### config.mk
export PLATFORM = sky130hd
export DESIGN_NAME = ascii_register_read_poller_top
export DESIGN_NICKNAME = d
export VERILOG_FILES = /design/src/sv/arrp_pkg.sv /design/src/sv/ascii_register_read_poller_top.sv
export VERILOG_INCLUDE_DIRS = /design/src /design/src/sv
export SDC_FILE = /design/constraint.sdc
export NUM_CORES = 1
export LEC_CHECK = 0
export BUFFER_PORTS_ARGS = -buffer_cell sky130_fd_sc_hd__buf_4
export CORE_MARGIN = 3
export CORE_UTILIZATION = 53
export DETAILED_ROUTE_END_ITERATION = 8
export GPL_TIMING_DRIVEN = 0
export PLACE_DENSITY = 0.86
export SYNTH_ARGS = -nofsm -noshare
export SYNTH_HDL_FRONTEND = slang
export SYNTH_SLANG_ARGS = --single-unit
### constraint.sdc
create_clock -name i_clk -period 4.28 [get_ports i_clk]
set_input_delay 1.07 -clock i_clk [delete_from_list [all_inputs] [get_ports i_clk]]
set_output_delay 1.07 -clock i_clk [all_outputs]
set_load 0.005 [all_outputs]
### src/sv/ascii_register_read_poller_top_defines.svh
// ----------------------------------------------------------------------------
// ascii register read poller assertion macros
// Concurrent assertion wrappers, compiled away for synthesis.
// ----------------------------------------------------------------------------
`ifndef ASCII_REGISTER_READ_POLLER_TOP_DEFINES_SVH
`define ASCII_REGISTER_READ_POLLER_TOP_DEFINES_SVH

`ifndef SYNTHESIS

// check sampled on the rising clock, muted while reset is low
`define ARRP_ASSERT(lbl, clk, rst_n, prop, msg) \
    lbl: assert property (@(posedge clk) disable iff (!rst_n) prop) else $error(msg);

// check sampled on the rising clock at every edge
`define ARRP_ASSERT_ALWAYS(lbl, clk, prop, msg) \
    lbl: assert property (@(posedge clk) prop) else $error(msg);

`else

`define ARRP_ASSERT(lbl, clk, rst_n, prop, msg)

`define ARRP_ASSERT_ALWAYS(lbl, clk, prop, msg)

`endif

`endif

### src/sv/arrp_pkg.sv
// ----------------------------------------------------------------------------
// arrp_pkg
// Codes, character constants and helpers for the ascii register read poller.
// ----------------------------------------------------------------------------
`timescale 1ns / 1ps
`default_nettype none

package arrp_pkg;

    // item opcodes
    typedef enum logic [1:0] {
        OP_START = 2'd0,
        OP_RX    = 2'd1,
        OP_TICK  = 2'd2
    } t_opcode;

    // result kinds
    typedef enum logic {
        KIND_TX   = 1'b0,
        KIND_DONE = 1'b1
    } t_kind;

    // completion status
    typedef enum logic [1:0] {
        ST_OK      = 2'd0,
        ST_FRAMING = 2'd1,
        ST_TIMEOUT = 2'd2
    } t_status;

    // configuration register indexes
    typedef enum logic {
        CFG_BUFFER_WORDS  = 1'b0,
        CFG_TIMEOUT_TICKS = 1'b1
    } t_cfg_index;

    localparam int          REPLY_LEN  = 8;
    localparam int          REQ_BEATS  = 6;
    localparam int          CFG_DATA_W = 16;

    localparam logic [15:0] BUFFER_WORDS_RST  = 16'd4096;
    localparam logic [7:0]  TIMEOUT_TICKS_RST = 8'd2;

    localparam logic [7:0]  CHR_R     = 8'h52;
    localparam logic [7:0]  CHR_D     = 8'h44;
    localparam logic [7:0]  CHR_COMMA = 8'h2C;
    localparam logic [7:0]  CHR_CR    = 8'h0D;
    localparam logic [7:0]  CHR_DASH  = 8'h2D;
    localparam logic [7:0]  CHR_STAR  = 8'h2A;
    localparam logic [7:0]  CHR_ZERO  = 8'h30;

    localparam logic [15:0] DATA_MASK        = 16'hE3FF;
    localparam logic [15:0] FLAG_UNCONNECTED = 16'h1000;
    localparam logic [15:0] FLAG_STATION_ERR = 16'h0800;
    localparam logic [15:0] FLAG_TROUBLE     = 16'h0400;

    // upper-case hex character of a nibble
    function automatic logic [7:0] hex_char(input logic [3:0] nib);
        if (nib < 4'd10) begin
            return 8'h30 + {4'b0, nib};
        end else begin
            return 8'h37 + {4'b0, nib};
        end
    endfunction

    // nibble value of a hex character, anything else reads as zero
    function automatic logic [3:0] nibble_of(input logic [7:0] c);
        if (c >= 8'h30 && c <= 8'h39) begin
            return c[3:0];
        end else if ((c >= 8'h41 && c <= 8'h46) || (c >= 8'h61 && c <= 8'h66)) begin
            return c[3:0] + 4'd9;
        end else begin
            return 4'd0;
        end
    endfunction

endpackage

`default_nettype wire

### src/sv/ascii_register_read_poller_top.sv
// An accepted item's first result beat is registered and shows in the next cycle.
// A start item gives six request beats in order, held while the output stalls; the
// single output register is the limit, so the next item enters with the last beat.
// Byte and tick items are taken one per cycle when the output drains.
// Synchronous active-low reset idles the poller, drops any pending beat and loads
// buffer_words 4096 and timeout_ticks 2; the reply byte store is not cleared.
`timescale 1ns / 1ps
`default_nettype none
`include "ascii_register_read_poller_top_defines.svh"

// ----------------------------------------------------------------------------
// ascii_register_read_poller_top
// Sends an ascii read request, collects the eight-byte reply, decodes it and
// reports a completion with an optional buffer store, or a timeout.
// ----------------------------------------------------------------------------
module ascii_register_read_poller_top import arrp_pkg::*; (
    input  wire logic                  i_clk,
    input  wire logic                  i_rst_n,
    // item channel
    input  wire logic                  i_valid,
    output logic                       o_stall,
    input  wire logic [1:0]            i_opcode,
    input  wire logic [7:0]            i_channel_address,
    input  wire logic [15:0]           i_target_word,
    input  wire logic [7:0]            i_rx_byte,
    // result channel
    output logic                       o_valid,
    input  wire logic                  i_stall,
    output logic                       o_kind,
    output logic [7:0]                 o_tx_byte,
    output logic [1:0]                 o_status,
    output logic                       o_store_valid,
    output logic [15:0]                o_store_index,
    output logic [15:0]                o_store_value,
    output logic                       o_last,
    // configuration writes
    input  wire logic                  i_cfg_wen,
    input  wire logic                  i_cfg_addr,
    input  wire logic [CFG_DATA_W-1:0] i_cfg_wdata
);

    localparam int          CNT_W     = $clog2(REPLY_LEN);
    localparam int          BEAT_W    = $clog2(REQ_BEATS);
    localparam logic [CNT_W-1:0]  LAST_BYTE = CNT_W'(REPLY_LEN - 1);
    localparam logic [BEAT_W-1:0] BEAT_LAST = BEAT_W'(REQ_BEATS - 1);

    // configuration
    logic [15:0] r_buffer_words;
    logic [7:0]  r_timeout_ticks;

    // transaction state
    logic              r_busy,        n_busy;
    logic [CNT_W-1:0]  r_byte_count,  n_byte_count;
    logic [15:0]       r_target,      n_target;
    logic [7:0]        r_tick_count,  n_tick_count;
    logic [7:0]        r_reply [REPLY_LEN];

    // output register
    logic              r_valid,       n_valid;
    t_kind             r_kind,        n_kind;
    logic [BEAT_W-1:0] r_beat,        n_beat;
    logic [7:0]        r_hex_hi,      n_hex_hi;
    logic [7:0]        r_hex_lo,      n_hex_lo;
    t_status           r_status,      n_status;
    logic              r_store_valid, n_store_valid;
    logic [15:0]       r_store_index, n_store_index;
    logic [15:0]       r_store_value, n_store_value;

    logic        in_acc;
    logic        out_acc;
    logic [7:0]  addr_p1;
    logic [7:0]  tick_inc;
    logic        header_ok;
    logic        in_range;
    logic [15:0] decoded;

    // handshakes
    assign in_acc  = i_valid && !o_stall;
    assign out_acc = o_valid && !i_stall;
    assign o_stall = r_valid && !(out_acc && o_last);

    // result channel drive
    assign o_valid       = r_valid;
    assign o_kind        = r_kind;
    assign o_status      = r_status;
    assign o_store_valid = r_store_valid;
    assign o_store_index = r_store_index;
    assign o_store_value = r_store_value;
    assign o_last        = (r_kind == KIND_DONE) || (r_beat == BEAT_LAST);

    // request byte for the current beat
    always_comb begin
        o_tx_byte = 8'h00;
        if (r_kind == KIND_TX) begin
            unique case (r_beat)
                BEAT_W'(0): o_tx_byte = CHR_R;
                BEAT_W'(1): o_tx_byte = CHR_D;
                BEAT_W'(2): o_tx_byte = CHR_COMMA;
                BEAT_W'(3): o_tx_byte = r_hex_hi;
                BEAT_W'(4): o_tx_byte = r_hex_lo;
                default:    o_tx_byte = CHR_CR;
            endcase
        end
    end

    // reply check and decode, last byte taken straight from the input
    always_comb begin
        header_ok = (r_reply[0] == CHR_R) && (r_reply[1] == CHR_D)
                 && (r_reply[2] == CHR_COMMA) && (i_rx_byte == CHR_CR);
        in_range  = r_target < r_buffer_words;
        priority if (r_reply[3] == CHR_DASH && r_reply[4] == CHR_DASH
                  && r_reply[5] == CHR_DASH && r_reply[6] == CHR_DASH) begin
            decoded = FLAG_UNCONNECTED;
        end else if (r_reply[3] == CHR_STAR && r_reply[4] == CHR_STAR
                  && r_reply[5] == CHR_STAR && r_reply[6] == CHR_STAR) begin
            decoded = FLAG_STATION_ERR;
        end else if (r_reply[5] == CHR_ZERO && r_reply[6] == CHR_ZERO) begin
            decoded = FLAG_TROUBLE;
        end else begin
            decoded = {nibble_of(r_reply[3]), nibble_of(r_reply[4]),
                       nibble_of(r_reply[5]), nibble_of(r_reply[6])} & DATA_MASK;
        end
    end

    assign addr_p1  = i_channel_address + 8'd1;
    assign tick_inc = (r_tick_count == 8'hFF) ? r_tick_count : r_tick_count + 8'd1;

    // next state for the transaction and the output register
    always_comb begin
        n_busy        = r_busy;
        n_byte_count  = r_byte_count;
        n_target      = r_target;
        n_tick_count  = r_tick_count;
        n_valid       = r_valid;
        n_kind        = r_kind;
        n_beat        = r_beat;
        n_hex_hi      = r_hex_hi;
        n_hex_lo      = r_hex_lo;
        n_status      = r_status;
        n_store_valid = r_store_valid;
        n_store_index = r_store_index;
        n_store_value = r_store_value;

        // drain the current beat
        if (out_acc) begin
            if (o_last) begin
                n_valid = 1'b0;
            end else begin
                n_beat = r_beat + BEAT_W'(1);
            end
        end

        if (in_acc) begin
            unique case (t_opcode'(i_opcode))
                OP_START: begin
                    n_busy        = 1'b1;
                    n_byte_count  = '0;
                    n_tick_count  = 8'd0;
                    n_target      = i_target_word;
                    n_valid       = 1'b1;
                    n_kind        = KIND_TX;
                    n_beat        = '0;
                    n_hex_hi      = hex_char(addr_p1[7:4]);
                    n_hex_lo      = hex_char(addr_p1[3:0]);
                    n_status      = ST_OK;
                    n_store_valid = 1'b0;
                    n_store_index = 16'd0;
                    n_store_value = 16'd0;
                end
                OP_RX: begin
                    if (r_busy) begin
                        if (r_byte_count == LAST_BYTE) begin
                            n_busy        = 1'b0;
                            n_byte_count  = '0;
                            n_valid       = 1'b1;
                            n_kind        = KIND_DONE;
                            n_beat        = '0;
                            n_status      = header_ok ? ST_OK : ST_FRAMING;
                            n_store_valid = header_ok && in_range;
                            n_store_index = r_target;
                            n_store_value = (header_ok && in_range) ? decoded : 16'd0;
                        end else begin
                            n_byte_count = r_byte_count + CNT_W'(1);
                        end
                    end
                end
                OP_TICK: begin
                    if (r_busy) begin
                        n_tick_count = tick_inc;
                        if (tick_inc >= r_timeout_ticks) begin
                            n_busy        = 1'b0;
                            n_byte_count  = '0;
                            n_valid       = 1'b1;
                            n_kind        = KIND_DONE;
                            n_beat        = '0;
                            n_status      = ST_TIMEOUT;
                            n_store_valid = 1'b0;
                            n_store_index = r_target;
                            n_store_value = 16'd0;
                        end
                    end
                end
                default: begin
                end
            endcase
        end
    end

    // state and output registers
    always_ff @(posedge i_clk) begin
        if (!i_rst_n) begin
            r_busy       <= 1'b0;
            r_byte_count <= '0;
            r_target     <= 16'd0;
            r_tick_count <= 8'd0;
            r_valid      <= 1'b0;
            r_kind       <= KIND_TX;
            r_beat       <= '0;
        end else begin
            r_busy       <= n_busy;
            r_byte_count <= n_byte_count;
            r_target     <= n_target;
            r_tick_count <= n_tick_count;
            r_valid      <= n_valid;
            r_kind       <= n_kind;
            r_beat       <= n_beat;
        end
        r_hex_hi      <= n_hex_hi;
        r_hex_lo      <= n_hex_lo;
        r_status      <= n_status;
        r_store_valid <= n_store_valid;
        r_store_index <= n_store_index;
        r_store_value <= n_store_value;
    end

    // reply byte store
    always_ff @(posedge i_clk) begin
        if (in_acc && t_opcode'(i_opcode) == OP_RX && r_busy) begin
            r_reply[r_byte_count] <= i_rx_byte;
        end
    end

    // configuration registers
    always_ff @(posedge i_clk) begin
        if (!i_rst_n) begin
            r_buffer_words  <= BUFFER_WORDS_RST;
            r_timeout_ticks <= TIMEOUT_TICKS_RST;
        end else if (i_cfg_wen) begin
            unique case (t_cfg_index'(i_cfg_addr))
                CFG_BUFFER_WORDS:  r_buffer_words  <= i_cfg_wdata[15:0];
                CFG_TIMEOUT_TICKS: r_timeout_ticks <= i_cfg_wdata[7:0];
                default: begin
                end
            endcase
        end
    end

    // checks
    `ARRP_ASSERT_ALWAYS(a_stall_needs_beat, i_clk, !r_valid |-> !o_stall, "stall without a pending beat")
    `ARRP_ASSERT(a_beat_range, i_clk, i_rst_n, r_valid && r_kind == KIND_TX |-> r_beat <= BEAT_LAST, "request beat out of range")
    `ARRP_ASSERT(a_start_first_beat, i_clk, i_rst_n, in_acc && i_opcode == OP_START |=> o_valid && o_kind == KIND_TX && o_tx_byte == CHR_R, "start did not open a request")
    `ARRP_ASSERT(a_idle_byte_silent, i_clk, i_rst_n, in_acc && i_opcode == OP_RX && !r_busy |=> !o_valid, "byte while idle gave a result")

endmodule

`default_nettype wire

==> results.cfg, run 1 <==
[global_routing]
grt_usage_pct = 21.04
grt_pass1_vias = 5884
grt_pass1_wl_mm = 27.91
overflow = 0
grt_max_degree = 34
antenna_found_initial = 0

[detailed_routing]
top_layer_used = met4
routed_wirelength_mm = 17.37
dr_wl_met2_mm = 8.690
vias = 6178
via_per_inst = 5.705
drt.antenna.violating_nets = 0
wl_met1_mm = 7.296
first_iter_violations = 532
dr.pass1.iters = 7
wl_per_cell_um = 16.04
drcViolationCount = 0
wl_met3_mm = 1.142

[hold_path]
hold_path_class = reg -> reg
min_path_cells = 2

[power]
ir_worst_vdd_mv = 0.2843
p_total_mw = 3.576
power_density_nw_per_um2 = 369.5
p_leak_nw = 3.643

[placed_design]
gp_congestion = 0.9039
post-place-ws_ns = 0.8541
dpl_cell_area_um2 = 9064
hpwl_mm = 12.51
placed_cells = 1051
numPortBuffers = 96

[clock_network]
cts_tree = done
postCtsSetupBuffers = 0
cts_buffers = 17
ctsHtreeMaxLevel = 4
cts.reportedPaths.clkPinSlew_ns = 0.06
clk_latency_ns = 0.43
ctsHoldBuffers = 0
clock-root-buffer = clkbuf_16
cts_sinks = 162
cts_buffer_depth = 2
cts_resized = 0

[worst_setup_path]
worstPathRequired_ns = 4.63
ff2ff_path_depth = 10
arrival_ns = 3.89
cp-end-kind = register
cp_max_fo = 7
criticalPathCategory = reg -> reg
worst_setup_path_start_kind = register

[die]
core-area_um2 = 14750
initial_core_util_pct = 54.80
io_pins = 103
die_area_um2 = 16770
rows = 44
fp.dieW_um = 129.5
die_h_um = 129.5

[finish]
final_area_um2 = 9679
area_delta_synth_final_pct = 19.72
nets = 994
drive_above_1_share_pct = 18.13
diodes = 0
post-route-util_pct = 65.60
final_common_cell = nand2_1
final_cell_mix = nand2_1 (115), edfxtp_1 (105), buf_4 (98), a21oi_1 (72), dfxtp_1 (57)
fin_cells = 1083

[sta]
hold_violations = 0
fin_crit_ns = 3.539
rsz0062_at_grt = false
skew_ns = 0.008177
slew_headroom_pct = 30.38
max_freq_mhz = 282.5
drv_slew = 0
whs_ns = 0.4553
tightest_slew_ns = 1.036
fin_ws_ns = 0.7406
period_share_pct = 82.70
setup_viol = 0
setup_tns_ns = 0

[synthesis]
synth_cell_types = 83
synthArstFlopShare_pct = 0
yosysWarnings = 0
netlist_area_um2 = 8085
synth.ff_latch_count = 162
synth_edf_count = 105
syn_avg_cell_area_um2 = 10.50
synthesis.nets = 878
syn_inst = 770
ys.flop_type = edfxtp_1
synth-seq-area-share_pct = 53.11

[job]
cap_violations = 0

[status]
status = complete, no violations
cell usage after synthesis, types with 3 or more instances:
| master | instances | area share, % |
|---|---|---|
| a211oi_1 | 6 | 0.56 |
| a21o_1 | 6 | 0.56 |
| a21oi_1 | 72 | 4.5 |
| a22oi_1 | 6 | 0.56 |
| a31oi_1 | 4 | 0.31 |
| and2_1 | 19 | 1.5 |
| and3_1 | 7 | 0.54 |
| clkbuf_1 | 25 | 1.2 |
| dfxtp_1 | 57 | 14 |
| edfxtp_1 | 105 | 39 |
| ha_1 | 52 | 8.0 |
| inv_1 | 45 | 2.1 |
| mux2i_1 | 7 | 0.87 |
| nand2_1 | 115 | 5.3 |
| nand2b_1 | 13 | 1.0 |
| nand3_1 | 29 | 1.8 |
| nand4_1 | 7 | 0.54 |
| nor2_1 | 40 | 1.9 |
| nor2b_1 | 5 | 0.39 |
| nor3_1 | 13 | 0.80 |
| nor3_2 | 7 | 0.87 |
| nor3b_1 | 4 | 0.37 |
| nor4b_1 | 3 | 0.33 |
| nor4b_2 | 3 | 0.56 |
| nor4bb_1 | 3 | 0.37 |
| o211ai_1 | 4 | 0.37 |
| o21a_1 | 4 | 0.37 |
| o21ai_0 | 21 | 1.3 |
| o21bai_1 | 3 | 0.28 |
| o22ai_1 | 5 | 0.39 |
| or4_1 | 3 | 0.28 |
| xnor2_1 | 8 | 0.87 |
| xor2_1 | 4 | 0.43 |
state kept, by name, indices dropped and copies added, names as in the netlist, 2 cells and up:
name             flops
r_reply             56
r_beat               3
o_status             2
r_buffer_words      16
r_target            16
r_byte_count         3
o_store_value       16
o_store_index       16
r_timeout_ticks      8
r_hex_lo             7
r_tick_count         8
r_hex_hi             7
metal layers:
metal / up-vias / track usage [%]
li1: 3015 / -
met1: 2918 / 25.43
met2: 220 / 37.20
met3: 25 / 5.153
met4: 0 / 6.540
met5: - / 0
power by group:
part / internal, mW / total (mW) / leakage, nW / switching, mW
Sequential: 1.71 / 1.73 / 1.40 / 0.0187
Clock: 0.979 / 1.55 / 0.304 / 0.573
Combinational: 0.128 / 0.296 / 1.94 / 0.168
cells by family (layout without fill, tap and decap cells):
group                      after synthesis  in the layout  synth area share, %
and+or+nand+nor                        293            293                18.93
AOI/OAI and AO/OA                      163            163                13.45
DFF                                    162            162                53.11
buffers and inverters                   77            206                3.791
adders and majority gates               52             52                8.047
xor gates and xnor gates                12             12                1.300
muxes                                   10             10                1.331
other                                    1              1              0.04638
cell type report:
type	instances	area (um^2)
timing repair buffer	97	740.7
clock inverter	9	126.4
tap	184	230.2
inverter	47	176.4
fill	1100	5075
multi-input combinational	531	3492
clock buffer	23	489.2
buffer	30	130.1
sequential	162	4294
final timing paths:
check,slack (ns),endpoint,from
worst max-delay path,0.74,r_byte_count[0],r_tick_count[0]
worst max register to register,0.74,r_byte_count[0],r_tick_count[0]
worst min register to register,0.46,r_buffer_words[3],r_buffer_words[3]
worst min-delay path,0.46,r_buffer_words[3],r_buffer_words[3]
worst max-delay path: stages (launching register included):
cell and delay [ns]:
dfxtp_1 0.42, ha_1 0.25, nand2_1 0.16, nor3_2 0.46
mux2_2 0.41, ha_1 0.18, or4_1 0.50, a21oi_1 0.24
o311ai_0 0.28, o211ai_1 0.32, mux2i_1 0.24
(Power assumes the default switching activity.)
==> run 2: changes to the inputs <==
Settings changed: CORE_UTILIZATION 53 to 55, PLACE_DENSITY 0.86 to 0.85.
Clock period 4.28 ns to 3.38 ns, I/O delays scaled along.
==> run 2 against run 1 <==
Effect of this change: die area fell by 3.5%; register-to-register slack lost 0.63 ns; via count is 0.84% higher; count of clock-buffer cells in the layout shrank 4; critical path depth stayed put; largest power group unchanged.
==> results.cfg, run 2 (same netlist as run 1, synthesis figures left out) <==
[worst_setup_path]
slowest_delay_ns = 0.55
path_cells = ha_1 -> nand2_2 -> nor3_4 -> mux2_2 -> ha_1 -> or4_1 -> a21oi_2 -> o311ai_0 -> o211ai_1 -> mux2i_1
cp_max_fo = 6
criticalPathCategory = reg -> reg
cp-end-kind = register
worst_setup_path_start_kind = register
arrival_ns = 3.62
worstPathRequired_ns = 3.73
crit_slowest_cell = or4_1
ff2ff_path_depth = 10
crit_top_cell = ha_1

[detailed_routing]
vias = 6230
first_iter_violations = 499
wl_per_cell_um = 16.48
wl_met3_mm = 1.147
routed_wirelength_mm = 17.83
dr_wl_met2_mm = 8.736
via_per_inst = 5.758
wl_met1_mm = 7.462
dr.pass1.iters = 5
drt.antenna.violating_nets = 0
drcViolationCount = 0
top_layer_used = met4

[finish]
fill_cells = 1048
nets = 997
diodes = 0
final_cell_mix = nand2_1 (114), edfxtp_1 (105), buf_4 (101), a21oi_1 (71), dfxtp_1 (56)
final_common_cell = nand2_1
area_delta_synth_final_pct = 19.14
fin_cells = 1082
drive_above_1_share_pct = 18.85
top_register = r_reply
largest_reg_flops = 56

[die]
io_pins = 103
fp.dieW_um = 127.2
core-area_um2 = 14150
die_h_um = 127.2
initial_core_util_pct = 57.14
die_area_um2 = 16190
rows = 43

[sta]
drv_slew = 0
setup_viol = 0
slew_headroom_pct = 28.42
fin_crit_ns = 3.271
period_share_pct = 96.79
tightest_slew_ns = 1.066
hold_violations = 0
max_freq_mhz = 305.7
skew_ns = 0.006679
whs_ns = 0.4546

[placed_design]
gp_congestion = 0.8815
numPortBuffers = 96
hpwl_mm = 12.28
placed_cells = 1046

[power]
p_seq_share_pct = 50.4
p_total_mw = 4.339
p_clk_share_pct = 40.9
intPower_mw = 3.333
power_density_nw_per_um2 = 450.4
switchingPower_mw = 1.006
swShare_pct = 23.20
power_frac_comb_pct = 8.7
p_leak_nw = 3.619
ir_worst_vdd_mv = 0.3756

[clock_network]
cts_tree = done
clock-root-buffer = clkbuf_16
cts_buffer_depth = 2
cts_buffers = 17
ctsHtreeMaxLevel = 4
ctsHoldBuffers = 0
clk_latency_ns = 0.43
cts_sinks = 162
cts.reportedPaths.clkPinSlew_ns = 0.06

[global_routing]
grt_max_degree = 24
antenna_found_initial = 0
overflow = 0
grt_pass1_vias = 5943
grt_pass1_wl_mm = 28.50
grt_usage_pct = 22.23

[hold_path]
min_path_cells = 2
hold_path_class = reg -> reg

[status]
status = complete, no violations

[job]
cap_violations = 0
## run 2: area by class of cell
type                    instances  area, um^2  share of cell area [%]
flip-flops and latches        162        4295                   44.59
well taps                     180       225.2                   2.338
clock buffers                  19       432.9                   4.494
plain buffers                  30       130.1                   1.351
inverters                      47       176.4                   1.831
multi-input cells             532        3517                   36.51
clock inverters                13       112.6                   1.169
repair buffers                 99       743.2                   7.715
## run 2: final timing paths
check / startpoint / end / slack, ns
min reg2reg: r_buffer_words[11] / r_buffer_words[11] / 0.45
max reg2reg: r_tick_count[1] / r_byte_count[0] / 0.11
min: r_buffer_words[11] / r_buffer_words[11] / 0.45
max: r_tick_count[1] / r_byte_count[0] / 0.11
## run 2: what timing repair did
item	4_1_cts	5_1_grt
gates resized for setup	3	3
endpoints found under the setup margin	39	42
cloned	1	0
buffers inserted	0	3
pin swaps	2	1
## run 2: power by group through the flow
stage / combinational, mW / clock, mW / sequential, mW
floorplan: 0.195 / 0 / 2.23
detailed placement: 0.362 / 0 / 2.23
global placement: 0.354 / 0 / 2.23
finish: 0.376 / 1.77 / 2.19
global route: 0.415 / 1.87 / 2.19
CTS: 0.374 / 1.79 / 2.19
## run 2: critical path, delay by kind of cell, from the launching register on
family                   cells  cell delay [ns]
AO/OA/AOI/OAI                3             0.72
adder cells (fa/ha/maj)      2             0.43
flip-flops                   1             0.38
multiplexers                 2             0.67
AND/OR/NAND/NOR              3             0.98
## run 2: through the flow
| stage | area [um^2] | utilization (%) | setup slack (ns) | TNS, ns |
|---|---|---|---|---|
| 6_report | 9633 | 68.08 | 0.1085 | 0 |
| 5_1_grt | 9633 | 68.08 | -0.07059 | -1.164 |
| 3_3_place_gp | 9039 | 63.88 | -0.2631 | -9.333 |
| 2_1_floorplan | 8093 | - | 0.2312 | 0 |
| 3_5_place_dp | 9039 | 63.88 | -0.2869 | -10.27 |
| 4_1_cts | 9603 | 67.87 | 0.06256 | 0 |
## run 2: per-layer routing
| metal | GRT usage (%) | vias up |
|---|---|---|
| li1 | - | 3023 |
| met1 | 27.75 | 2926 |
| met2 | 37.08 | 238 |
| met3 | 4.724 | 43 |
| met4 | 10.47 | 0 |
| met5 | 0 | - |
